**src/rtl/fcr_pkg.sv**
```systemverilog
// fcr_pkg: shared types, character codes and helpers for the framed command receiver.
// No dependencies; imported by every module of the receiver and by its checker.
`timescale 1ns / 1ps

package fcr_pkg;

  // Field widths fixed by the byte-level protocol
  localparam int unsigned CNT_W      = 7;   // frame byte counter
  localparam int unsigned SUM_W      = 12;  // additive checksum, modulo 4096
  localparam int unsigned POS_W      = 7;   // counter-mode position
  localparam int unsigned ADDR_W     = 3;   // motor address register
  localparam int unsigned TMO_W      = 9;   // timeout in ms
  localparam int unsigned HEAD_DEPTH = 11;  // leading frame bytes kept for decoding
  localparam int unsigned HEAD_IDX_W = $clog2(HEAD_DEPTH);
  localparam int unsigned N_MOTORS   = 4;
  localparam int unsigned MOTOR_IDX_W = $clog2(N_MOTORS);
  localparam int unsigned CFG_IDX_W  = 1;
  localparam int unsigned CFG_DATA_W = ADDR_W;

  // Configuration register indexes
  localparam logic [CFG_IDX_W-1:0] REG_MOTOR_ADDRESS = 1'b0;
  localparam logic [CFG_IDX_W-1:0] REG_COUNTER_MODE  = 1'b1;

  // Reset values of the configuration registers
  localparam logic [ADDR_W-1:0] MOTOR_ADDRESS_RST = 3'd1;

  // Character codes
  localparam logic [7:0] CHAR_HASH = 8'h23;  // '#', frame start
  localparam logic [7:0] CHAR_CR   = 8'h0D;  // '\r', frame end
  localparam logic [7:0] CHAR_EQ   = 8'h3D;  // '=', offset of six-bit characters
  localparam logic [7:0] CHAR_R    = 8'h52;  // 'R', reset command
  localparam logic [7:0] CHAR_T    = 8'h74;  // 't', motor setpoint command
  localparam logic [7:0] SYNC_BYTE = 8'hF5;  // counter-mode sync

  // Frame positions and thresholds
  localparam logic [HEAD_IDX_W-1:0] CMD_POS   = 4'd2;
  localparam logic [HEAD_IDX_W-1:0] GROUP0_POS = 4'd3;
  localparam logic [HEAD_IDX_W-1:0] GROUP1_POS = 4'd7;
  localparam logic [CNT_W-1:0] DECODE3_MIN = 7'd9;
  localparam logic [CNT_W-1:0] DECODE4_MIN = 7'd13;

  localparam logic [POS_W-1:0] POS_PARK = 7'd100;

  localparam logic [TMO_W-1:0] TIMEOUT_FRAMED  = 9'd500;
  localparam logic [TMO_W-1:0] TIMEOUT_COUNTER = 9'd200;

  typedef struct packed {
    logic [7:0] rx_byte;
    logic       frame_pending;
  } fcr_in_t;

  typedef struct packed {
    logic             frame_ok;
    logic             echo_valid;
    logic [7:0]       echo_byte;
    logic             reset_request;
    logic             setpoint_valid;
    logic [7:0]       setpoint;
    logic [TMO_W-1:0] timeout_ms;
  } fcr_out_t;

  // Four '='-offset characters give three bytes, packed {x, y, z}.
  function automatic logic [23:0] decode_group(input logic [7:0] c0, input logic [7:0] c1,
                                               input logic [7:0] c2, input logic [7:0] c3);
    logic [7:0] a;
    logic [7:0] b;
    logic [7:0] c;
    logic [7:0] d;
    logic [7:0] x;
    logic [7:0] y;
    logic [7:0] z;
    a = c0 - CHAR_EQ;
    b = c1 - CHAR_EQ;
    c = c2 - CHAR_EQ;
    d = c3 - CHAR_EQ;
    x = {a[5:0], 2'b00} | {4'b0000, b[7:4]};
    y = {b[3:0], 4'b0000} | {2'b00, c[7:2]};
    z = {c[1:0], 6'b000000} | d;
    return {x, y, z};
  endfunction

endpackage

```
**src/rtl/framed_command_receiver_core.sv**
```systemverilog
// framed_command_receiver_core: top level of the serial command receiver.
// Instantiates fcr_frame and fcr_count; uses fcr_pkg.
//
//   channel  | ports                            | moves
//   ---------+----------------------------------+--------------------------------
//   input    | in_valid, in_ready, in_data      | one received byte + pending flag
//   result   | out_valid, out_ready, out_data   | one result per received byte
//   config   | cfg_we, cfg_index, cfg_wdata     | register write, no wait
//
// Cycles: one byte per clock sustained while results are taken; a byte is held in the input
// register, processed by the protocol logic as it leaves that register, and its result is
// loaded into the output register, which drives out_valid.
// Reset (rst_n low, synchronous) empties both registers and returns the protocol state to
// idle, the position counter to 100 and the motor values to zero.
// Stalls: a held result stalls the input register; in_ready falls only once that register
// is full as well, and stays high while either register can move.
`timescale 1ns / 1ps

module framed_command_receiver_core
  import fcr_pkg::*;
#(
  parameter int unsigned FRAME_LIMIT = 100
) (
  input  logic                  clk,
  input  logic                  rst_n,
  input  logic                  in_valid,
  output logic                  in_ready,
  input  fcr_in_t               in_data,
  output logic                  out_valid,
  input  logic                  out_ready,
  output fcr_out_t              out_data,
  input  logic                  cfg_we,
  input  logic [CFG_IDX_W-1:0]  cfg_index,
  input  logic [CFG_DATA_W-1:0] cfg_wdata
);

  // Configuration registers
  logic [ADDR_W-1:0] motor_address_r;
  logic              counter_mode_r;

  // Input register
  logic    s1_valid_r;
  fcr_in_t s1_data_r;
  logic    s1_adv;

  // Output register
  logic     out_valid_r;
  fcr_out_t out_data_r;

  fcr_out_t frm_res, cnt_res, res_nxt;

  // Advance the input register when the output register is empty or being drained.
  assign s1_adv   = s1_valid_r && (!out_valid_r || out_ready);
  assign in_ready = !s1_valid_r || s1_adv;

  assign out_valid = out_valid_r;
  assign out_data  = out_data_r;

  // Each protocol keeps its own state; only the selected one advances.
  fcr_frame #(
    .FRAME_LIMIT (FRAME_LIMIT)
  ) u_frame (
    .clk           (clk),
    .rst_n         (rst_n),
    .step          (s1_adv && !counter_mode_r),
    .item          (s1_data_r),
    .motor_address (motor_address_r),
    .res           (frm_res)
  );

  fcr_count u_count (
    .clk           (clk),
    .rst_n         (rst_n),
    .step          (s1_adv && counter_mode_r),
    .item          (s1_data_r),
    .motor_address (motor_address_r),
    .res           (cnt_res)
  );

  assign res_nxt = counter_mode_r ? cnt_res : frm_res;

  // Configuration writes
  always_ff @(posedge clk) begin
    if (!rst_n) begin
      motor_address_r <= MOTOR_ADDRESS_RST;
      counter_mode_r  <= 1'b0;
    end else if (cfg_we) begin
      unique case (cfg_index)
        REG_MOTOR_ADDRESS: motor_address_r <= cfg_wdata;
        REG_COUNTER_MODE:  counter_mode_r  <= cfg_wdata[0];
        default: ;
      endcase
    end
  end

  // Input register: load on every accepted transaction, drop once passed on.
  always_ff @(posedge clk) begin
    if (!rst_n) begin
      s1_valid_r <= 1'b0;
    end else if (in_valid && in_ready) begin
      s1_valid_r <= 1'b1;
    end else if (s1_adv) begin
      s1_valid_r <= 1'b0;
    end
  end

  always_ff @(posedge clk) begin
    if (in_valid && in_ready) begin
      s1_data_r <= in_data;
    end
  end

  // Output register: hold a result until the transaction completes.
  always_ff @(posedge clk) begin
    if (!rst_n) begin
      out_valid_r <= 1'b0;
    end else if (s1_adv) begin
      out_valid_r <= 1'b1;
    end else if (out_ready) begin
      out_valid_r <= 1'b0;
    end
  end

  always_ff @(posedge clk) begin
    if (s1_adv) begin
      out_data_r <= res_nxt;
    end
  end

endmodule

```
**src/rtl/fcr_frame.sv**
```systemverilog
// fcr_frame: framed protocol receiver ('#' address command data check '\r').
// Holds phase, byte count, checksum, leading bytes and motor values; uses fcr_pkg.
`timescale 1ns / 1ps

module fcr_frame
  import fcr_pkg::*;
#(
  parameter int unsigned FRAME_LIMIT = 100
) (
  input  logic              clk,
  input  logic              rst_n,
  input  logic              step,
  input  fcr_in_t           item,
  input  logic [ADDR_W-1:0] motor_address,
  output fcr_out_t          res
);

  typedef enum logic [1:0] {
    PH_IDLE    = 2'd0,
    PH_START   = 2'd1,
    PH_COLLECT = 2'd2
  } phase_t;

  phase_t            phase_r, phase_nxt, phase_eff;
  logic [CNT_W-1:0]  cnt_r, cnt_nxt, cnt_base;
  logic [SUM_W-1:0]  sum_r, sum_nxt, sum_base, sum_chk;
  logic [7:0]        last0_r, last0_nxt, last1_r, last1_nxt;
  logic [7:0]        head_r [HEAD_DEPTH];
  logic              head_we;
  logic [HEAD_IDX_W-1:0] head_idx;
  logic [7:0]        mv_r   [N_MOTORS];
  logic [7:0]        mv_nxt [N_MOTORS];
  logic              do_store;
  logic              sum_ok;
  logic [23:0]       grp0, grp1;
  logic [7:0]        cmd;
  logic [MOTOR_IDX_W-1:0] motor_idx;

  assign cmd       = head_r[CMD_POS];
  assign grp0      = decode_group(head_r[GROUP0_POS],
                                  head_r[GROUP0_POS + HEAD_IDX_W'(1)],
                                  head_r[GROUP0_POS + HEAD_IDX_W'(2)],
                                  head_r[GROUP0_POS + HEAD_IDX_W'(3)]);
  assign grp1      = decode_group(head_r[GROUP1_POS],
                                  head_r[GROUP1_POS + HEAD_IDX_W'(1)],
                                  head_r[GROUP1_POS + HEAD_IDX_W'(2)],
                                  head_r[GROUP1_POS + HEAD_IDX_W'(3)]);
  assign motor_idx = MOTOR_IDX_W'(motor_address - ADDR_W'(1));
  assign sum_chk   = sum_r - {4'b0000, last0_r} - {4'b0000, last1_r};
  assign sum_ok    = (CHAR_EQ + {2'b00, sum_chk[11:6]}) == last0_r &&
                     (CHAR_EQ + {2'b00, sum_chk[5:0]})  == last1_r;

  always_comb begin
    phase_eff = (cnt_r >= CNT_W'(FRAME_LIMIT)) ? PH_IDLE : phase_r;
    phase_nxt = phase_eff;
    do_store  = 1'b0;
    cnt_base  = cnt_r;
    sum_base  = sum_r;
    mv_nxt    = mv_r;
    res       = '0;

    if (item.rx_byte == CHAR_CR && phase_eff == PH_COLLECT) begin
      phase_nxt = PH_IDLE;
      if (sum_ok) begin
        res.frame_ok      = 1'b1;
        res.echo_valid    = 1'b1;
        res.echo_byte     = cmd;
        res.reset_request = (cmd == CHAR_R);
        if (cmd == CHAR_T) begin
          if (cnt_r >= DECODE3_MIN) begin
            mv_nxt[0] = grp0[23:16];
            mv_nxt[1] = grp0[15:8];
            mv_nxt[2] = grp0[7:0];
            if (cnt_r >= DECODE4_MIN) begin
              mv_nxt[3] = grp1[23:16];
            end
          end
          res.setpoint_valid = 1'b1;
          res.setpoint       = mv_nxt[motor_idx];
          res.timeout_ms     = TIMEOUT_FRAMED;
        end
      end
    end else begin
      unique case (phase_eff)
        PH_IDLE: begin
          // start a fresh frame buffer on every byte seen while idle
          phase_nxt = (item.rx_byte == CHAR_HASH && !item.frame_pending) ? PH_START : PH_IDLE;
          do_store  = 1'b1;
          cnt_base  = '0;
          sum_base  = '0;
        end
        PH_START: begin
          phase_nxt = PH_COLLECT;
          do_store  = 1'b1;
        end
        PH_COLLECT: begin
          do_store  = 1'b1;
        end
        default: begin
          phase_nxt = PH_IDLE;
        end
      endcase
    end

    head_we   = do_store && (cnt_base < CNT_W'(HEAD_DEPTH));
    head_idx  = cnt_base[HEAD_IDX_W-1:0];
    cnt_nxt   = do_store ? cnt_base + CNT_W'(1) : cnt_r;
    sum_nxt   = do_store ? sum_base + {4'b0000, item.rx_byte} : sum_r;
    last0_nxt = do_store ? last1_r : last0_r;
    last1_nxt = do_store ? item.rx_byte : last1_r;
  end

  always_ff @(posedge clk) begin
    if (!rst_n) begin
      phase_r <= PH_IDLE;
      cnt_r   <= '0;
      sum_r   <= '0;
      last0_r <= '0;
      last1_r <= '0;
      for (int i = 0; i < N_MOTORS; i++) begin
        mv_r[i] <= '0;
      end
    end else if (step) begin
      phase_r <= phase_nxt;
      cnt_r   <= cnt_nxt;
      sum_r   <= sum_nxt;
      last0_r <= last0_nxt;
      last1_r <= last1_nxt;
      mv_r    <= mv_nxt;
    end
  end

  // leading bytes: written only, never cleared
  always_ff @(posedge clk) begin
    if (step && head_we) begin
      head_r[head_idx] <= item.rx_byte;
    end
  end

endmodule

```
**src/rtl/fcr_count.sv**
```systemverilog
// fcr_count: sync byte position counter protocol.
// Holds the position counter; uses fcr_pkg.
`timescale 1ns / 1ps

module fcr_count
  import fcr_pkg::*;
(
  input  logic              clk,
  input  logic              rst_n,
  input  logic              step,
  input  fcr_in_t           item,
  input  logic [ADDR_W-1:0] motor_address,
  output fcr_out_t          res
);

  logic [POS_W-1:0] pos_r, pos_nxt, pos_inc;

  assign pos_inc = pos_r + POS_W'(1);

  always_comb begin
    res     = '0;
    pos_nxt = pos_inc;
    if (item.rx_byte == SYNC_BYTE) begin
      pos_nxt = '0;
    end else if (pos_inc == {{(POS_W-ADDR_W){1'b0}}, motor_address}) begin
      res.setpoint_valid = 1'b1;
      res.setpoint       = item.rx_byte;
      res.timeout_ms     = TIMEOUT_COUNTER;
    end else if (pos_inc > POS_PARK) begin
      pos_nxt = POS_PARK;  // park until the next sync
    end
  end

  always_ff @(posedge clk) begin
    if (!rst_n) begin
      pos_r <= POS_PARK;
    end else if (step) begin
      pos_r <= pos_nxt;
    end
  end

endmodule

```
**config.mk**
```make
export PLATFORM = sky130hd
export DESIGN_NAME = framed_command_receiver_core
export DESIGN_NICKNAME = d
export VERILOG_FILES = /design/src/rtl/fcr_pkg.sv /design/src/rtl/framed_command_receiver_core.sv /design/src/rtl/fcr_frame.sv /design/src/rtl/fcr_count.sv
export SDC_FILE = /design/constraint.sdc
export NUM_CORES = 1
export LEC_CHECK = 0
export ABC_CLOCK_PERIOD_IN_PS = 5300
export BUFFER_PORTS_ARGS = -buffer_cell sky130_fd_sc_hd__buf_2
export CAP_MARGIN = 5
export CORE_MARGIN = 5
export CORE_UTILIZATION = 50
export DETAILED_ROUTE_END_ITERATION = 8
export PLACE_DENSITY = 0.67
export SYNTH_ARGS = -nofsm -noshare
export SYNTH_HDL_FRONTEND = slang
export SYNTH_SLANG_ARGS = --single-unit
```
**constraint.sdc**
```tcl
create_clock -name clk -period 5.3 [get_ports clk]
set_input_delay 0.265 -clock clk [delete_from_list [all_inputs] [get_ports clk]]
set_output_delay 0.265 -clock clk [all_outputs]
set_load 0.005 [all_outputs]
```
==> results of run 1 <==
[final cells by class]
class                           instances  area, um2
Fill cell                            1626       8110
Sequential cell                       164       4100
Inverter                               45        169
Timing Repair Buffer                   72        465
Clock buffer                           19        443
Clock inverter                         12        131
Tap cell                              234        293
Multi-Input combinational cell        713       4860
[per-layer routing]
| layer | track usage | vias up | wire length [um] |
|---|---|---|---|
| met5 | 0 | - | 0 |
| met4 | 0.0550 | 0 | 410 |
| met3 | 0.0391 | 33 | 1110 |
| met2 | 0.340 | 195 | 10600 |
| met1 | 0.280 | 3439 | 10100 |
| li1 | - | 3545 | - |
[flip-flops by register name, indices dropped and copies added (netlist names)]
signal / flops
out_valid: 1
counter_mode_r: 1
u_frame.last1_r: 8
u_frame.last0_r: 8
u_count.pos_r: 7
u_frame.phase_r: 2
motor_address_r: 3
out_data: 21
s1_valid_r: 1
u_frame.mv_r: 32
u_frame.cnt_r: 7
s1_data_r: 9
u_frame.sum_r: 12
u_frame.head_r: 52
[power breakdown]
| part | leakage, nW | internal (mW) | switching [mW] |
|---|---|---|---|
| registers | 1.43 | 1.35 | 0.0217 |
| clock network | 0.273 | 0.704 | 0.509 |
| logic | 2.39 | 0.204 | 0.313 |
| total | 4.09 | 2.26 | 0.843 |
[placed cells by master (no fill, tap or decap), drive strengths merged, types with 9 or more instances in the layout]
master  Yosys  layout
o211ai     11      11
or4        10      10
o21ai      43      43
nand3      25      25
ha         34      34
nor2       61      61
nand2b     16      16
nand4      11      11
buf        15      67
dfxtp      82      82
mux2i      37      37
nand2     147     147
xor2       16      16
clkbuf     38      20
and2       30      30
fa          9       9
a21oi      71      71
or3        10      10
edfxtp     82      82
xnor2      42      42
a211oi      9       9
inv        45      47
[critical path, delay by kind of cell (launching register included)]
kind | cells | cell delay, ps
AOI/OAI and AO/OA | 6 | 1470
xor gates and xnor gates | 2 | 330
adders and majority gates | 3 | 1000
buffers and inverters | 3 | 400
DFF | 1 | 390
muxes | 1 | 120
and+or+nand+nor | 5 | 1090
[cells by family after synthesis]
family,synth area share
adders and majority gates,0.0648
other,0.000401
muxes,0.0597
buffers and inverters,0.0455
AOI/OAI and AO/OA,0.143
and+or+nand+nor,0.190
DFF,0.439
xor gates and xnor gates,0.0568
[metrics by stage]
step,cells,instance area (um2),setup slack [ps],total power [mW],util
final,1259,10500,399,3.10,0.563
after global routing,1259,10500,7.33,3.22,0.563
after CTS,1257,10400,103,3.10,0.559
after detailed placement,1223,9780,131,1.89,0.526
after global placement,1223,9780,285,1.88,0.526
after floorplan,975,9350,465,1.76,-
[final timing paths]
check	slack (ps)	startpoint	cells after the start	to
max	400	u_frame.last0_r[0]	20	u_frame.mv_r[14]
min	20	in_data[1]	1	s1_data_r[1]
max reg2reg	400	u_frame.last0_r[0]	20	u_frame.mv_r[14]
min reg2reg	460	u_frame.mv_r[1]	2	u_frame.mv_r[1]
[repair_timing]
item                                   CTS  global route
endpoints found under the hold margin    3             1
hold buffers                             3             1
gates resized for setup                  0            13
setup endpoints to repair                0            33
==> impl_results.md, run 1 <==
- Status: finished, final reports clean
- Min cycle time layout: 4900 ps
- Routed Antenna Nets: 0
- CP cell instances: inv_1, fa_1, inv_1, ha_1, o211a_1, o2111ai_2, nand2_1, a21boi_1, xnor2_1, ha_1, xnor2_2, nand4_1, or4_1, or3_1, a222oi_1, a21boi_2, o211a_4, nand3_4, clkbuf_16, mux2i_1
- Die Wd: 147 um
- Diodes inserted: 0
- CTS buffer count: 17
- Postcts setup bufs: 0
- Maximum fanout along the worst path: 7
- WL final: 22.2 mm
- Ys flop type: edfxtp_1
- Clock Sinks: 164
- Worst setup SP type: flop
- Tcrit/Tclk final: 0.925
- Antenna violations before repair: 0
- Pins Over Slew Limit: 0
- Number of global-route vias before repair: 6677
- Most frequent cell after synthesis: nand2_1
- Worst slew pin tran: 994 ps
- Layout Area Growth over Synthesis: 12.1%
- Hold/Removal Path Class: input pin to flop
- Share of layout cells above drive strength 1: 0.125
- CTS H-tree lvls: 4
- CTS tree: done
- Pwr dens: 296 mW/mm2
- All-Layer GR Usage: 0.206
- Asr flop ratio synth: 0
- Wire length per cell: 17.7 um
- Gpl congestion: 0.915
- Worst EP required: 5610 ps
- Worst Path Class, Setup: flop to flop
- Clock skew: 11.3 ps
- YS warnings: 0
- Top cells by count, synth: nand2_1 (147), dfxtp_1 (82), edfxtp_1 (82)
- Worst-path clk slew: 70 ps
- Worst slew margin: 0.336
- Number of port buffers: 46
- Fmax: 204 MHz
- First-pass GRT wire length: 35.4 mm
- CTS Buffer Depth: 2
- Post-DP HPWL: 15.7 mm
- Yosys cell types: 81
- Delay of the slowest cell on the worst path: 540 ps
- Die height: 147 um
- Die ar.: 0.0215 mm2
- Sequential-to-total area share from yosys stat: 0.439
- Root buffer cell: clkbuf_16
- Initial DRC Count: 507
- RSZ-0062 raised after global routing: false
- Peak supply drop: 0.216 mV
- Pin count of the biggest net entering global routing: 71
- Setup TNS: 0 ps
- Critical Path AT: 5210 ps
- Vias: 7212
- Post-synth EDFFs: 82
- Seq cells post-synth: 164
- Worst-skew pair later-pin latency: 430 ps
- Drt pass-1 iters: 5
- Synth area leaders: edfxtp_1 (26%), dfxtp_1 (18%), nand2_1 (5.9%)
- Final hold violations: 0
- Slowest-stage cell, CP: fa_1
- Number of max-cap violations: 0
- Nature of the critical path endpoint: flop
- Syn Std Cell Area: 0.00934 mm2
- Row count: 50
- DRC viols: 0
- Remaining Overflow, GRT: 0
- Synth top area share: 0.264
- Leak Pwr: 4.09 nW
- Final Hold Slack: 18.8 ps
- Endpoints failing setup: 0
- Initial Util: 0.503
- I/O Pins: 49
- Largest area contributor in the netlist: edfxtp_1
- Cells after synthesis: 974
- Nets@finish: 1074
- Syn Area/Cell: 9.59 um2
- Vias per Instance: 5.73
- Core area: 0.0186 mm2
(Power assumes the default switching activity.)
==> run 2: changes to the inputs <==
--- a/config.mk
+++ b/config.mk
@@ -9,9 +9,9 @@
 export BUFFER_PORTS_ARGS = -buffer_cell sky130_fd_sc_hd__buf_2
 export CAP_MARGIN = 5
 export CORE_MARGIN = 5
-export CORE_UTILIZATION = 50
+export CORE_UTILIZATION = 60
 export DETAILED_ROUTE_END_ITERATION = 8
-export PLACE_DENSITY = 0.67
+export PLACE_DENSITY = 0.78
 export SYNTH_ARGS = -nofsm -noshare
 export SYNTH_HDL_FRONTEND = slang
 export SYNTH_SLANG_ARGS = --single-unit
==> run 2 against run 1 <==
Highest routed layer unchanged; critical endpoint is now u_frame.mv_r[12]; final cell count down 2.2%; first-iteration DRC count grew 26%; register-to-register slack worse by 130 ps; largest power group unchanged.
==> impl_results.md, run 2 (synthesis gave the netlist of run 1 again) <==
- Die Wd: 135 um
- Nature of the critical path endpoint: flop
- Commonest non-fill, non-tap cell in the layout: nand2_1
- Status: finished, final reports clean
- Pre-CTS setup slack: 206 ps
- Final hold violations: 0
- Slowest-stage cell, CP: fa_1
- Diodes inserted: 0
- Critical Path AT: 5320 ps
- CP most frequent cell: nand4_1
- Sequential Area: 0.00410 mm2
- Pins Over Slew Limit: 0
- Root buffer cell: clkbuf_16
- Vias: 7241
- Die ar.: 0.0182 mm2
- Nets@finish: 1068
- Reg2reg end: u_frame.mv_r[12]
- Worst-path clk slew: 70 ps
- Number of max-cap violations: 0
- Pwr dens: 298 mW/mm2
- Hold/Removal Path Class: input pin to flop
- Hold wc startpoint: in_data[5]
- Fmax: 199 MHz
- Number of port buffers: 46
- Worst min-delay path endpoint: s1_data_r[5]
- Wire length per cell: 17.4 um
- Share of layout cells above drive strength 1: 0.117
- CP cell instances: inv_1, fa_1, ha_2, nand2b_1, a211o_1, a21boi_0, nor2_1, ha_1, xnor2_2, nand4_1, or4_1, or3_1, a222oi_1, a21boi_2, o211a_4, nand4_1, buf_4, mux2i_1
- All-Layer GR Usage: 0.239
- Crit path max-delay family: compound AO/OA/AOI/OAI gates
- Clock skew: 8.66 ps
- Delay of the slowest cell on the worst path: 480 ps
- Min cycle time layout: 5030 ps
- Tcrit/Tclk final: 0.949
- Layout Area Growth over Synthesis: 10.7%
- R2r startpoint: u_frame.last1_r[2]
- Max reg flops: 52
- Worst slew margin: 0.364
- Commonest non-fill, non-tap cells in the layout: nand2_1 (147), dfxtp_1 (82), edfxtp_1 (82)
- CTS H-tree lvls: 4
- Number of global-route vias before repair: 6585
- Final design utilization: 0.678
- Worst Path Class, Setup: flop to flop
- First-pass GRT wire length: 34.2 mm
- Reg2reg path depth: 18
- Pin count of the biggest net entering global routing: 71
- Peak supply drop: 0.244 mV
- Initial Util: 0.612
- CTS buffer count: 17
- Min setup slack post-route: 272 ps
- Worst slew pin tran: 953 ps
- WL final: 21.5 mm
- Initial DRC Count: 640
- CTS tree: done
- Worst Path Buf+Inv: 2
- Maximum fanout along the worst path: 10
- R2R Setup Slk: 270 ps
- Drt pass-1 iters: 7
- Setup TNS: 0 ps
- Row count: 45
- Antenna violations before repair: 0
- DRC viols: 0
- Vias per Instance: 5.88
- Post-DP HPWL: 15.1 mm
- Core area: 0.0153 mm2
- Remaining Overflow, GRT: 0
- Largest Register: u_frame.head_r
- Worst EP required: 5600 ps
- Hold path depth: 1
- Endpoints failing setup: 0
- Multi-input logic area: 0.00484 mm2
- Worst-skew pair later-pin latency: 430 ps
- Filler Cell Count: 1192
- RSZ-0062 raised after global routing: false
- I/O Pins: 49
- Die height: 135 um
- Routed Antenna Nets: 0
- Gpl congestion: 0.885
- Worst setup SP type: flop
- CTS Buffer Depth: 2
- Leak Pwr: 4.05 nW
- Clock Sinks: 164
==> run 2: changes by cell type in the layout (fill, tap and decap cells not counted), sizes merged <==
cell,change
buf,-3
dlygate4sd3,-2
clkbuf,+1
clkinv,-1
==> run 2: where the power goes <==
| part | total, mW | internal (mW) | switching, mW |
|---|---|---|---|
| logic | 0.495 | 0.196 | 0.299 |
| clock network | 1.22 | 0.708 | 0.507 |
| registers | 1.37 | 1.35 | 0.0233 |
| total | 3.08 | 2.25 | 0.830 |
==> run 2: repair_timing <==
item                                    CTS  global route
gates resized for setup                   0             5
setup buffers                             0             0
endpoints found under the setup margin    0            51
hold endpoints to repair                  0             2
hold buffers                              0             2
==> run 2: how the worst max path moves through the flow <==
stage / from / endpoint / slack, ps / depth (start not counted)
CTS: u_frame.last1_r[2] / u_frame.mv_r[19] / 180 / 19
global placement: u_frame.last1_r[2] / u_frame.mv_r[8] / 310 / 19
global route: u_frame.last0_r[0] / u_frame.mv_r[17] / 20 / 20
floorplan: u_frame.last1_r[5] / u_frame.mv_r[24] / 460 / 20
finish: u_frame.last1_r[2] / u_frame.mv_r[12] / 270 / 18
detailed placement: u_frame.last1_r[2] / u_frame.mv_r[27] / 210 / 19
==> run 2: cell type report <==
cell class	instances	share of cell area
flip-flops and latches	164	0.397
clock inverters	11	0.0122
inverters	45	0.0163
multi-input cells	713	0.468
repair buffers	66	0.0376
clock buffers	21	0.0436
well taps	211	0.0255
==> run 2: metrics by stage <==
stage               area, um2  hold WS, ps  power, mW  cells
floorplan                9350          364       1.76    975
CTS                     10300         1.18       3.08   1229
detailed placement       9720          444       1.88   1197
global placement         9720          440       1.87   1197
global route            10300        0.468       3.20   1231
finish                  10300         13.4       3.08   1231
==> run 2: per-layer routing <==
metal,vias to the layer above,track usage,share of wire
met4,0,0.0781,0.026
li1,3534,-,-
met2,268,0.386,0.47
met5,-,0,0
met1,3397,0.324,0.44
met3,42,0.0518,0.070
